## src/hw/rtl/scmk_pkg.sv

```systemverilog
// Shared widths, constants and item types for the spatial cell Morton key block.
// No dependencies; every other file refers to this package by scoped names.
`timescale 1ns / 1ps

package scmk_pkg;

	localparam int IDX_W          = 24;
	localparam int POS_W          = 24;
	localparam int POS_FRAC_BITS  = 8;
	localparam int QUANT_BITS     = 16;
	localparam int CELL_W         = 16;
	localparam int KEY_W          = 32;
	localparam int SHIFT_W        = 4;
	// total shift is cell_shift + POS_FRAC_BITS, at most 15 + 8
	localparam int SH_W           = 5;
	localparam int CELL_MAX       = (1 << (CELL_W - 1)) - 1;
	localparam logic [SHIFT_W-1:0] CELL_SHIFT_RST = SHIFT_W'(7);

	localparam int IN_W  = IDX_W + 2 * POS_W;
	localparam int OUT_W = IDX_W + 2 * CELL_W + KEY_W;

	typedef struct packed {
		logic signed [POS_W-1:0] pos_z;
		logic signed [POS_W-1:0] pos_x;
		logic [IDX_W-1:0]        src_idx;
	} point_t;

	typedef struct packed {
		logic [KEY_W-1:0]         morton_key;
		logic signed [CELL_W-1:0] cell_row;
		logic signed [CELL_W-1:0] cell_col;
		logic [IDX_W-1:0]         index_out;
	} result_t;

endpackage

```

## src/hw/rtl/scmk_place.sv

```systemverilog
// Floors one coordinate to its grid cell and quantizes the offset inside the cell.
// Depends on scmk_pkg.
`timescale 1ns / 1ps

module scmk_place (
	input  logic signed [scmk_pkg::POS_W-1:0]  pos,
	input  logic [scmk_pkg::SH_W-1:0]          sh,
	output logic signed [scmk_pkg::CELL_W-1:0] cell_idx,
	output logic [scmk_pkg::QUANT_BITS-1:0]    q
);

	localparam int FW = scmk_pkg::POS_W - 1;
	localparam int VW = scmk_pkg::POS_W + scmk_pkg::QUANT_BITS + 1;
	localparam logic signed [scmk_pkg::POS_W-1:0] CMAX = scmk_pkg::POS_W'(scmk_pkg::CELL_MAX);
	localparam logic signed [scmk_pkg::POS_W-1:0] CMIN = -CMAX - scmk_pkg::POS_W'(1);

	logic [scmk_pkg::SH_W-1:0]         shl;
	logic [FW-1:0]                     mask;
	logic [FW-1:0]                     off;
	logic [FW-1:0]                     frac;
	logic signed [scmk_pkg::POS_W-1:0] pos_sh;
	logic [VW-1:0]                     v;

	// Align the offset to a fixed FW-bit fraction so the rounding is a fixed slice.
	assign shl    = scmk_pkg::SH_W'(FW) - sh;
	assign mask   = {FW{1'b1}} >> shl;
	assign off    = pos[FW-1:0] & mask;
	assign frac   = off << shl;
	assign pos_sh = pos >>> sh;

	// frac * (2^Q - 1) * 2 + 2^FW, then drop FW + 1 bits
	assign v = (VW'(frac) << (scmk_pkg::QUANT_BITS + 1)) - (VW'(frac) << 1)
		+ (VW'(1) << FW);
	assign q = v[FW+1 +: scmk_pkg::QUANT_BITS];

	always_comb begin
		priority if (pos_sh > CMAX) begin
			cell_idx = scmk_pkg::CELL_W'(CMAX);
		end else if (pos_sh < CMIN) begin
			cell_idx = scmk_pkg::CELL_W'(CMIN);
		end else begin
			cell_idx = pos_sh[scmk_pkg::CELL_W-1:0];
		end
	end

endmodule

```

## src/hw/rtl/scmk_spread.sv

```systemverilog
// Interleaves two quantized offsets into a Morton key, X on even bits.
// Depends on scmk_pkg.
`timescale 1ns / 1ps

module scmk_spread (
	input  logic [scmk_pkg::QUANT_BITS-1:0] qx,
	input  logic [scmk_pkg::QUANT_BITS-1:0] qz,
	output logic [scmk_pkg::KEY_W-1:0]      key
);

	always_comb begin
		key = '0;
		for (int i = 0; i < scmk_pkg::QUANT_BITS; i++) begin
			key[2*i]     = qx[i];
			key[2*i + 1] = qz[i];
		end
	end

endmodule

```

## src/hw/rtl/spatial_cell_morton_key_top.sv

```systemverilog
// Top level of the spatial cell Morton key block: input and result registers.
// Depends on scmk_pkg, scmk_place and scmk_spread.
`timescale 1ns / 1ps

// Takes one point per transfer and returns its source index, the signed grid
// cell of X and Z (floor of position over 2^cell_shift units, saturated to
// 16 bits) and a 32-bit Morton key of the in-cell offsets, each quantized to
// 16 bits with round-half-up; X sits on the even key bits. The block takes
// one point per clock cycle while m_tready stays high. A result passes from
// the input register through the cell, quantize and interleave logic into
// the result register, where it is offered on m_tvalid until it is taken.
// The two registers form a two-entry pipeline: while a result waits for
// m_tready at most one more input transfer is taken, then s_tready drops.
// s_tready follows m_tready combinationally. Write cfg_wdata (cell_shift)
// only while the block is drained; it resets to 7.

module spatial_cell_morton_key_top (
	input  logic                            clk,
	input  logic                            arst_n,
	// cell_shift, written when cfg_we is high
	input  logic                            cfg_we,
	input  logic [scmk_pkg::SHIFT_W-1:0]    cfg_wdata,
	input  logic                            s_tvalid,
	output logic                            s_tready,
	// [23:0] source_index, [47:24] pos_x, [71:48] pos_z
	input  logic [scmk_pkg::IN_W-1:0]       s_tdata,
	output logic                            m_tvalid,
	input  logic                            m_tready,
	// [23:0] index_out, [39:24] cell_col, [55:40] cell_row, [87:56] morton_key
	output logic [scmk_pkg::OUT_W-1:0]      m_tdata
);

	logic [scmk_pkg::SHIFT_W-1:0] cell_shift_q;
	scmk_pkg::point_t             pt_s1;
	logic                         vld_s1;
	scmk_pkg::result_t            res_s2;
	logic                         vld_s2;

	logic                         adv_s2;
	logic                         load_s1;
	logic [scmk_pkg::SH_W-1:0]    sh;
	logic [scmk_pkg::QUANT_BITS-1:0] qx;
	logic [scmk_pkg::QUANT_BITS-1:0] qz;
	logic signed [scmk_pkg::CELL_W-1:0] col_d;
	logic signed [scmk_pkg::CELL_W-1:0] row_d;
	logic [scmk_pkg::KEY_W-1:0]   key_d;
	scmk_pkg::result_t            res_d;

	// Result register moves when empty or being taken; input register
	// refills whenever its item moves on.
	assign adv_s2   = !vld_s2 || m_tready;
	assign s_tready = !vld_s1 || adv_s2;
	assign load_s1  = s_tvalid && s_tready;

	assign sh = scmk_pkg::SH_W'(cell_shift_q) + scmk_pkg::SH_W'(scmk_pkg::POS_FRAC_BITS);

	always_ff @(posedge clk or negedge arst_n) begin
		if (!arst_n) begin
			cell_shift_q <= scmk_pkg::CELL_SHIFT_RST;
		end else if (cfg_we) begin
			cell_shift_q <= cfg_wdata;
		end
	end

	// Input register: hold the point until the result register takes it.
	always_ff @(posedge clk or negedge arst_n) begin
		if (!arst_n) begin
			vld_s1 <= 1'b0;
		end else if (s_tready) begin
			vld_s1 <= s_tvalid;
		end
	end

	always_ff @(posedge clk) begin
		if (load_s1) begin
			pt_s1 <= scmk_pkg::point_t'(s_tdata);
		end
	end

	scmk_place u_place_x (
		.pos      (pt_s1.pos_x),
		.sh       (sh),
		.cell_idx (col_d),
		.q        (qx)
	);

	scmk_place u_place_z (
		.pos      (pt_s1.pos_z),
		.sh       (sh),
		.cell_idx (row_d),
		.q        (qz)
	);

	scmk_spread u_spread (
		.qx  (qx),
		.qz  (qz),
		.key (key_d)
	);

	assign res_d = {key_d, row_d, col_d, pt_s1.src_idx};

	// Result register: advance on a free slot, hold while the sink stalls.
	always_ff @(posedge clk or negedge arst_n) begin
		if (!arst_n) begin
			vld_s2 <= 1'b0;
		end else if (adv_s2) begin
			vld_s2 <= vld_s1;
		end
	end

	always_ff @(posedge clk) begin
		if (adv_s2 && vld_s1) begin
			res_s2 <= res_d;
		end
	end

	assign m_tvalid = vld_s2;
	assign m_tdata  = res_s2;

endmodule

```

## config.mk

```make
export PLATFORM = sky130hd
export DESIGN_NAME = spatial_cell_morton_key_top
export DESIGN_NICKNAME = d
export VERILOG_FILES = /design/src/hw/rtl/scmk_pkg.sv /design/src/hw/rtl/scmk_place.sv /design/src/hw/rtl/scmk_spread.sv /design/src/hw/rtl/spatial_cell_morton_key_top.sv
export SDC_FILE = /design/constraint.sdc
export NUM_CORES = 1
export LEC_CHECK = 0
export BUFFER_PORTS_ARGS = -buffer_cell sky130_fd_sc_hd__buf_2
export CAP_MARGIN = 5
export CORE_ASPECT_RATIO = 2
export CORE_MARGIN = 8
export CORE_UTILIZATION = 58
export CTS_CLUSTER_SIZE = 28
export DETAILED_ROUTE_END_ITERATION = 6
export GPL_TIMING_DRIVEN = 1
export PLACE_DENSITY_LB_ADDON = 0.1
export SKIP_CTS_REPAIR_TIMING = 1
export SLEW_MARGIN = 20
export SYNTH_ARGS = -nofsm -noshare
export SYNTH_HDL_FRONTEND = slang
export SYNTH_SLANG_ARGS = --single-unit
```

## constraint.sdc

```tcl
create_clock -name clk -period 5.1 [get_ports clk]
set_input_delay 1.02 -clock clk [delete_from_list [all_inputs] [get_ports clk]]
set_output_delay 1.02 -clock clk [all_outputs]
set_load 0.01 [all_outputs]
```

; Word level (Yosys, flattened, before mapping)
; Index checks and enable logic that the tools add are counted.
[op_classes]
addsub = 6
order_cmp = 4
shifts = 5
n_mux = 2
n_bitwise = 2
reduce_logical = 6
[op_table]
columns = cell, count
row1 = $add 40x24->40 const B, 2
row2 = $sub 40x24->40, 2
row3 = $gt 24x16->1 const B, 2
row4 = $lt 24x16->1 const B, 2
row5 = $sshr 24x5->24, 2
row6 = $and 23x23->23, 2
row7 = $shl 23x5->23, 2
row8 = $mux 16, 2
row9 = $shr 23x5->23 const A, 1
row10 = $add 4x4->5 const B, 1
row11 = $sub 5x5->5 const A, 1
row12 = $logic_and 1x1->1, 2
row13 = $logic_not 1->1, 2
row14 = $logic_or 1x1->1, 2
[totals]
register_bits = 166
inputBits = 81
word_cells = 35

; Longest topological paths before layout
; Gate-level depths: netlist of the first run.
[depth]
depth_word = 7
depth_mapped = 22
mapped_depth_nobuf = 17

; Hierarchy
; A second synthesis of the first run with hierarchy kept.
[unflattened]
hier_cells = 1250
area_unflattened_um2 = 12283.0
[modules_own_cells]
columns = module, n_inst, cells_per_inst, area_per_inst_um2, seq_area_each_um2
row1 = scmk_place, 2, 520, 3493.4, 0.0
row2 = spatial_cell_morton_key_top, 1, 178, 5056.1, 4958.5
row3 = scmk_spread, 1, 32, 240.2, 0.0

; Worst setup path before layout of the first run
; Ideal clock, no wire load.
[synth_path]
path_kind = reg2reg
start = register cell_shift_q[1] (netlist name)
end = register res_s2 (netlist bit m_tdata[84]), data pin
arrival_ns = 4.434
path_slack_ns = 0.407
path_stages_with_launch = 22
path_buffers = 6
cell_sequence = dfstp_2 -> buf_6 -> buf_2 -> buf_4 -> buf_2 -> buf_2 -> clkbuf_1 -> o21ai_0 -> o211ai_1 -> o211ai_1 -> and2_1 -> inv_1 -> ha_1 -> ha_1 -> o21ai_0 -> o21ai_0 -> a32o_1 -> o21ai_0 -> o211ai_1 -> a311o_1 -> a31o_2 -> xor2_1
[synth_between]
elab_chain_cells = 7
[synth_lines]
columns = element, line
row1 = from (decl), spatial_cell_morton_key_top.sv:33  ; logic [scmk_pkg::SHIFT_W-1:0] cell_shift_q;
row2 = from (signal assigned), spatial_cell_morton_key_top.sv:59  ; cell_shift_q <= scmk_pkg::CELL_SHIFT_RST;
row3 = from (signal assigned), spatial_cell_morton_key_top.sv:61  ; cell_shift_q <= cfg_wdata;
row4 = $add 4x4->5 (*), spatial_cell_morton_key_top.sv:55  ; assign sh = scmk_pkg::SH_W'(cell_shift_q) + scmk_pkg::SH_W'(scmk_pkg::POS_FRAC_BITS);
row5 = $sub 5x5->5 (*), scmk_place.sv:25  ; assign shl = scmk_pkg::SH_W'(FW) - sh;
row6 = $shr 23x5->23, scmk_place.sv:26  ; assign mask = {FW{1'b1}} >> shl;
row7 = $and 23x23->23, scmk_place.sv:27  ; assign off = pos[FW-1:0] & mask;
row8 = $shl 23x5->23 (*), scmk_place.sv:28  ; assign frac = off << shl;
row9 = $sub 40x24->40 (*), scmk_place.sv:32  ; assign v = (VW'(frac) << (scmk_pkg::QUANT_BITS + 1)) - (VW'(frac) << 1)
row10 = $add 40x24->40 (*), scmk_place.sv:33  ; + (VW'(1) << FW);
row11 = "via key_d, one bit", spatial_cell_morton_key_top.sv:46  ; logic [scmk_pkg::KEY_W-1:0] key_d;
row12 = to (signal assigned), spatial_cell_morton_key_top.sv:113  ; res_s2 <= res_d;
row13 = to (decl), spatial_cell_morton_key_top.sv:36  ; scmk_pkg::result_t res_s2;
; The timed path passes the listed nets; every way through them passes the cells marked *.
; A chain may end at the register's enable or synchronous reset.

; Final worst setup path of the first run
[layout_path]
start = register cell_shift_q[0] (netlist name)
end = register res_s2 (netlist bit m_tdata[68]), data pin
; The elaborated chain is that of the path after synthesis.

==> qor.txt, run 1 <==
Crit end category -> register
Max-cap violations -> 0
1st-pass router iterations -> 5
Startpoint types -> register
Hpwl dp -> 22400 µm
Post-route cell area -> 12600 µm²
Via count -> 8284
Die Ht -> 209 µm
Power per cell area -> 404 nW/µm²
Area delta synth->final -> 16.3%
Leakage -> 5.28 nW
Largest family of logic cells by synthesized area -> multiplexers
CP max stage delay -> 0.79 ns
CTS tree -> done
Sum of negative setup slack -> 0 ns
Synth Warn # -> 0
Detailed-route wire length per cell -> 21.3 µm
Syn nets -> 1106
Die Area -> 23500 µm²
Final Util -> 68.8%
CP top delay family -> compound AO/OA/AOI/OAI gates
CTS H-tree depth -> 4
Final setup viols -> 0
DR vias/cell -> 6.11
Placed cells -> 1324
Clk_lat worst skew -> 0.44 ns
Flop2flop setup slack -> 0.29 ns
Top post-synthesis cells by area -> edfxtp_1, ha_1, mux4_2, mux2i_1, nand2_1
Xor/xnor share of the synthesized area -> 2.19%
R2r worst-path depth -> 17
CP Max Fanout -> 16
Cell variety after synth -> 73
Fmax -> 0.208 GHz
Cell taking the most area after synthesis -> edfxtp_1
Final net count -> 1278
Area after DPL -> 12000 µm²
Post-Synth Adder-Cell Area -> 8.09%
Clk buf depth -> 2
Async SR Flop Fraction -> 3.61%
Initial Util -> 59.1%
Residual DRC -> 0
Number of enable flip-flop cells after synthesis -> 160
Reg2Reg Capture Point -> m_tdata[68]
Critical Path RT -> 5.30 ns
Worst-path cell chain -> buf_4 -> mux4_2 -> mux2i_1 -> nand2_1 -> o21ai_1 -> inv_1 -> ha_1 -> inv_1 -> ha_1 -> nand3_1 -> or3_1 -> a31oi_1 -> o211ai_1 -> o211ai_1 -> a21o_1 -> a21oi_1 -> o311ai_0
Core ar. -> 18300 µm²
Ports -> 171
GRT Util Overall -> 25.0%
First-pass GRT wire length -> 45600 µm
Num CTS Buffers -> 17
Synthesized instance count -> 955
WP data arrival -> 5.01 ns
Largest net degree at the start of global routing -> 73
Most used DFF post-synth -> edfxtp_1
Tightest Hold Check Type -> in -> async
Worst-margin pin slew -> 0.897 ns
# diodes -> 0
Synth Area in Compound Gates -> 14.1%
Vias in the first global route -> 8609
Critical-path top delay cell -> dfstp_2
Seq/Total Area, Yosys -> 45.8%
Total congestion overflow -> 0
Leading cell type in the layout, fill and taps excluded -> buf_2
Status -> completed
Critical path buffer and inverter count -> 3
Most frequent cells in the layout -> buf_2, edfxtp_1, nand2_1
Layout cells sized above 1 -> 27.0%
Worst VDD drop -> 0.323 mV
Worst clock skew -> 0.00874 ns
Clock-pin transition on the worst setup and hold timing paths -> 0.07 ns
Setup CP Type -> reg -> reg
DP Worst Slack -> 0.325 ns
Rows -> 70
First DRT Iteration DRCs -> 508
Synthesized area per cell -> 11.3 µm²
FF+latch count, synth -> 166
RePlAce Congestion -> 0.964
Sink Count -> 166
Post-DRT Antenna Nets -> 0
Area share of the largest cell type after synthesis -> 44.4%
Root buffer cell -> clkbuf_16
Max-Slew Margin vs Limit -> 40.2%
Tmin final -> 4.81 ns
Post-Synth Simple-Gate Area -> 11.1%
Final cell count without fillers -> 1356
Post-synthesis mux area share -> 14.6%
Fin crit share -> 94.3%
Post-Route WL -> 28900 µm
Final Hold Vio Count -> 0
RSZ-0062 raised after global routing -> no
Initial antenna violation count -> 0
Post-Synthesis Cell Area -> 10800 µm²
Pins Over Slew Limit -> 0
Die Span X -> 113 µm
Reg2reg start -> cell_shift_q[0]
Setup WS post-layout -> 0.292 ns
Port bufs -> 170
logic make-up (layout without fill, tap and decap cells):
logic type | after synthesis | count (layout)
multiplexers | 111 | 111
adder cells (fa/ha/maj) | 70 | 70
buffers and inverters | 105 | 290
AO/OA/AOI/OAI | 225 | 225
flip-flops | 166 | 166
XOR/XNOR | 27 | 27
AND/OR/NAND/NOR | 251 | 251
cell type report:
class	instances	area, µm²
Inverter	57	214
Clock inverter	15	180
Sequential cell	166	4960
Tap cell	216	270
Fill cell	1420	5710
Multi-Input combinational cell	684	5430
Timing Repair Buffer	201	1110
Clock buffer	17	425
sequential cells by signal (all words and copies together), names as in the netlist:
register and cells:
vld_s1 1, m_tdata 88, cell_shift_q 4, pt_s1 72, m_tvalid 1
per-stage QoR:
step                power [mW]  hold WS (ns)
floorplan                 3.22         0.400
global placement          3.76         0.401
detailed placement        3.78         0.405
CTS                       5.11         0.379
global route              5.36         0.391
finish                    5.09         0.390
report_power, final:
| part | internal (mW) | total [mW] | switching, mW | leakage [nW] |
|---|---|---|---|---|
| Sequential | 1.77 | 1.85 | 0.0802 | 1.60 |
| Clock | 0.705 | 1.32 | 0.610 | 0.297 |
| Combinational | 0.803 | 1.92 | 1.11 | 3.39 |
| Total | 3.28 | 5.09 | 1.80 | 5.28 |
worst register-to-register path, cell delays in order, from the launching register on:
cell	delay, ns
dfstp_2	0.79
buf_4	0.24
mux4_2	0.58
mux2i_1	0.23
nand2_1	0.10
o21ai_1	0.16
inv_1	0.07
ha_1	0.27
inv_1	0.04
ha_1	0.36
nand3_1	0.14
or3_1	0.36
a31oi_1	0.20
o211ai_1	0.15
o211ai_1	0.23
a21o_1	0.22
a21oi_1	0.08
o311ai_0	0.36
per-layer routing:
| metal | vias up | GRT usage [%] | wire length [µm] |
|---|---|---|---|
| met1 | 3936 | 24.9 | 10400 |
| met2 | 297 | 45.5 | 15400 |
| met5 | - | 0 | 0 |
| met3 | 85 | 4.62 | 1370 |
| met4 | 0 | 17.5 | 1740 |
| li1 | 3966 | - | - |
synth_stat cells (4+ instances only):
cell type	n
buf_2	11
or3_1	6
mux2_2	26
o21ai_0	42
inv_1	56
o21bai_1	7
a22oi_1	4
mux4_2	29
nand3_1	17
a211o_1	6
nand2_1	97
and3_1	5
edfxtp_1	160
xor2_1	8
a22o_1	6
clkbuf_1	20
a31oi_1	11
nand2b_1	8
nor2b_1	17
nor3_1	17
ha_1	70
a211oi_1	14
nor4_1	5
nor2_1	46
a21oi_1	51
mux2i_1	50
xnor2_1	19
and4_1	5
o21a_1	11
buf_1	9
o31a_1	4
o211ai_1	11
and2_1	14
a21o_1	16
buf_4	6
how the worst max path moves through the flow:
stage                         start           to  slack [ns]  cells past startpoint
floorplan           cell_shift_q[1]  m_tdata[84]        0.41                     21
global placement    cell_shift_q[0]  m_tdata[68]        0.30                     17
detailed placement  cell_shift_q[0]  m_tdata[68]        0.32                     17
CTS                 cell_shift_q[0]  m_tdata[68]        0.30                     17
global route        cell_shift_q[0]  m_tdata[84]        0.05                     17
finish              cell_shift_q[0]  m_tdata[68]        0.29                     17
(Power assumes the default switching activity.)
==> run 2, diff against run 1 <==
ABC_AREA = 1   (was unset)
CORE_UTILIZATION = 59   (was 58)
==> run 2 against run 1 <==
Wire length is 27% higher. Utilization hardly changed. Die area is 4.7% higher. Critical endpoint is now m_tdata[80].
==> qor.txt, run 2 <==
Number of enable flip-flop cells after synthesis -> 160 (unchanged)
WHS -> 0.395 ns (+0.00516 ns)
Seq/Total Area, Yosys -> 42.8% (-3.0 points)
Startpoint types -> register
1st-pass router iterations -> 6 (+1)
Cell with the most instances after synthesis -> nand2_1
Die Area -> 24600 µm² (+4.7%)
Ports -> 171 (unchanged)
RePlAce Congestion -> 1.08 (+12%)
Sw frac -> 40.6% (+5.1 points)
Worst-margin pin slew -> 0.973 ns (+0.0757 ns)
Worst-path cell chain -> buf_4 -> mux2i_1 -> o21ai_0 -> nor2_1 -> a21oi_1 -> nand2_1 -> ha_1 -> ha_1 -> nand2_1 -> nor2_1 -> nor2_1 -> o21ai_0 -> a21oi_1 -> o21ai_0 -> a211oi_1 -> nand2_1 -> nand2_1 -> nand2_1
Sequential Area -> 4960 µm² (-0.10%)
Max-Slew Margin vs Limit -> 35.0% (-5.2 points)
Setup WS post-layout -> 0.349 ns (+0.0567 ns)
Worst VDD drop -> 0.306 mV (-5.1%)
Area after DPL -> 12600 µm² (+5.3%)
Fmax -> 0.210 GHz (+1.2%)
Top cells by count, synth -> nand2_1, inv_1, edfxtp_1, o21ai_0, nor2_1
CP top delay family -> compound AO/OA/AOI/OAI gates
Cell taking the most area after synthesis -> edfxtp_1
Leading cell type in the layout, fill and taps excluded -> nand2_1
Clk buf depth -> 2 (unchanged)
DR vias/cell -> 5.79 (-5.2%)
Clock power frac -> 24.8% (-1.1 points)
Largest net degree at the start of global routing -> 44 (-40%)
CTS tree -> done
Clk_lat worst skew -> 0.45 ns (about the same)
Setup CP Type -> reg -> reg
Reg power frac -> 34.4% (-2.0 points)
First-pass GRT wire length -> 56400 µm (+24%)
Via count -> 10900 (+32%)
Final setup viols -> 0 (unchanged)
Total congestion overflow -> 0 (unchanged)
Footprint of the multi-input gates -> 5570 µm² (+2.7%)
Flip-flop count of the largest register after layout -> 88 (unchanged)
GRT Util Overall -> 30.1% (+5.0 points)
Post-DRT Antenna Nets -> 0 (unchanged)
Post-Route WL -> 36800 µm (+27%)
Crit end category -> register
Residual DRC -> 0 (unchanged)
Root buffer cell -> clkbuf_16
DP Worst Slack -> 0.490 ns (+0.165 ns)
Critical Path RT -> 5.31 ns (about the same)
Num CTS Buffers -> 17 (unchanged)
P_int -> 3.20 mW (-2.4%)
Detailed-route wire length per cell -> 19.6 µm (-8.4%)
Most used cell, CP -> nand2_1
CP Max Fanout -> 28 (+12)
Layout cells sized above 1 -> 17.1% (-9.9 points)
Synthesized area per cell -> 8.00 µm² (-29%)
NetSw -> 2.19 mW (+21%)
Initial Util -> 60.1% (+0.97 points)
Most frequent cells in the layout -> nand2_1, inv_1, buf_2
Final Hold Vio Count -> 0 (unchanged)
Syn nets -> 1599 (+45%)
CP max stage delay -> 0.84 ns (+0.05 ns)
Gate power share -> 40.8% (+3.1 points)
Post-Synthesis Cell Area -> 11600 µm² (+7.0%)
Leakage -> 6.28 nW (+19%)
Post-route cell area -> 13300 µm² (+5.2%)
Async SR Flop Fraction -> 3.61% (unchanged)
Flop2flop setup slack -> 0.35 ns (+0.06 ns)
Vias in the first global route -> 10900 (+27%)
Power per cell area -> 406 nW/µm² (+0.62%)
Initial antenna violation count -> 1 (+1)
FF+latch count, synth -> 166 (unchanged)
Synth Warn # -> 0 (unchanged)
Clock-pin transition on the worst setup and hold timing paths -> 0.08 ns (about the same)
Most used DFF post-synth -> edfxtp_1
Max-cap violations -> 0 (unchanged)
Synthesized instance count -> 1448 (+52%)
RSZ-0062 raised after global routing -> no
Critical path buffer and inverter count -> 1 (-2)
Critical-path top delay cell -> dfstp_2
Fin crit share -> 93.2% (-1.1 points)
Die Span X -> 115 µm (+2.2%)
R2r worst-path depth -> 18 (+1)
Cell variety after synth -> 52 (-29%)
Reg2reg start -> cell_shift_q[0]
Fillcell total -> 1650 (+16%)
Tmin final -> 4.75 ns (-0.0567 ns)
Tightest Hold Check Type -> in -> async
Top post-synthesis cells by area -> edfxtp_1, nand2_1, ha_1, inv_1, o21ai_0
WP data arrival -> 4.96 ns (-0.05 ns)
Port bufs -> 170 (unchanged)
Pins Over Slew Limit -> 0 (unchanged)
Sink Count -> 166 (unchanged)
CTS H-tree depth -> 4 (unchanged)
Final net count -> 1761 (+38%)
Reg2Reg Capture Point -> m_tdata[80]
Status -> completed
Rows -> 72 (+2.9%)
Sum of negative setup slack -> 0 ns (unchanged)
Core ar. -> 19300 µm² (+5.3%)
Hpwl dp -> 30000 µm (+33%)
Area delta synth->final -> 14.4%
Worst clock skew -> 0.0159 ns (+0.00713 ns)
Die Ht -> 214 µm (+2.4%)
First DRT Iteration DRCs -> 998 (+96%)
Pwr Total -> 5.39 mW (+5.9%)
Area share of the largest cell type after synthesis -> 41.5% (-2.9 points)
==> run 2: area by class of cell <==
class,count,area share (%)
Sequential cell,166,37.4
Tap cell,259,2.45
Clock inverter,15,1.55
Clock buffer,17,3.21
Timing Repair Buffer,188,7.53
Multi-Input combinational cell,1035,42.1
Inverter,202,5.76
Antenna cell,1,0.0189
==> run 2: worst max-delay path by stage <==
stage	startpoint	to	slack, ns	cells past startpoint
finish	cell_shift_q[0]	m_tdata[80]	0.35	18
global route	cell_shift_q[0]	m_tdata[80]	0.20	18
CTS	cell_shift_q[0]	m_tdata[85]	0.49	21
detailed placement	cell_shift_q[0]	m_tdata[80]	0.49	18
global placement	cell_shift_q[0]	m_tdata[80]	0.58	18
floorplan	m_tready	m_tdata[0]	1.02	2
==> run 2: through the flow <==
step	cells	util [%]
after floorplan	1448	-
after global placement	1850	65.5
final	1883	68.7
after global routing	1883	68.7
after detailed placement	1850	65.5
after CTS	1882	68.7
==> run 2: metal layers <==
| metal | vias up | track usage, % | share of wire [%] |
|---|---|---|---|
| li1 | 5204 | - | - |
| met1 | 4997 | 28.4 | 33 |
| met2 | 532 | 54.3 | 53 |
| met3 | 177 | 4.74 | 5.5 |
| met4 | 0 | 25.4 | 8.6 |
| met5 | - | 0 | 0 |
==> run 2: logic make-up (layout without fill, tap and decap cells) <==
| kind of cell | count (synthesis) | after routing | share of synthesized area (%) |
|---|---|---|---|
| compound gates | 265 | 265 | 13.2 |
| xor+xnor | 19 | 19 | 1.44 |
| fa+ha+maj | 70 | 70 | 7.56 |
| buf+inv | 247 | 422 | 9.17 |
| flops | 166 | 166 | 42.8 |
| mux | 9 | 9 | 0.778 |
| other cells | 0 | 1 | 0 |
| simple gates | 672 | 672 | 25.0 |
==> run 2: power groups by stage <==
stage	Combinational (mW)	Sequential [mW]	Clock, mW
CTS	2.17	1.85	1.35
finish	2.20	1.85	1.34
detailed placement	2.16	1.88	0
global route	2.42	1.87	1.39
floorplan	1.41	1.94	0
global placement	2.14	1.87	0
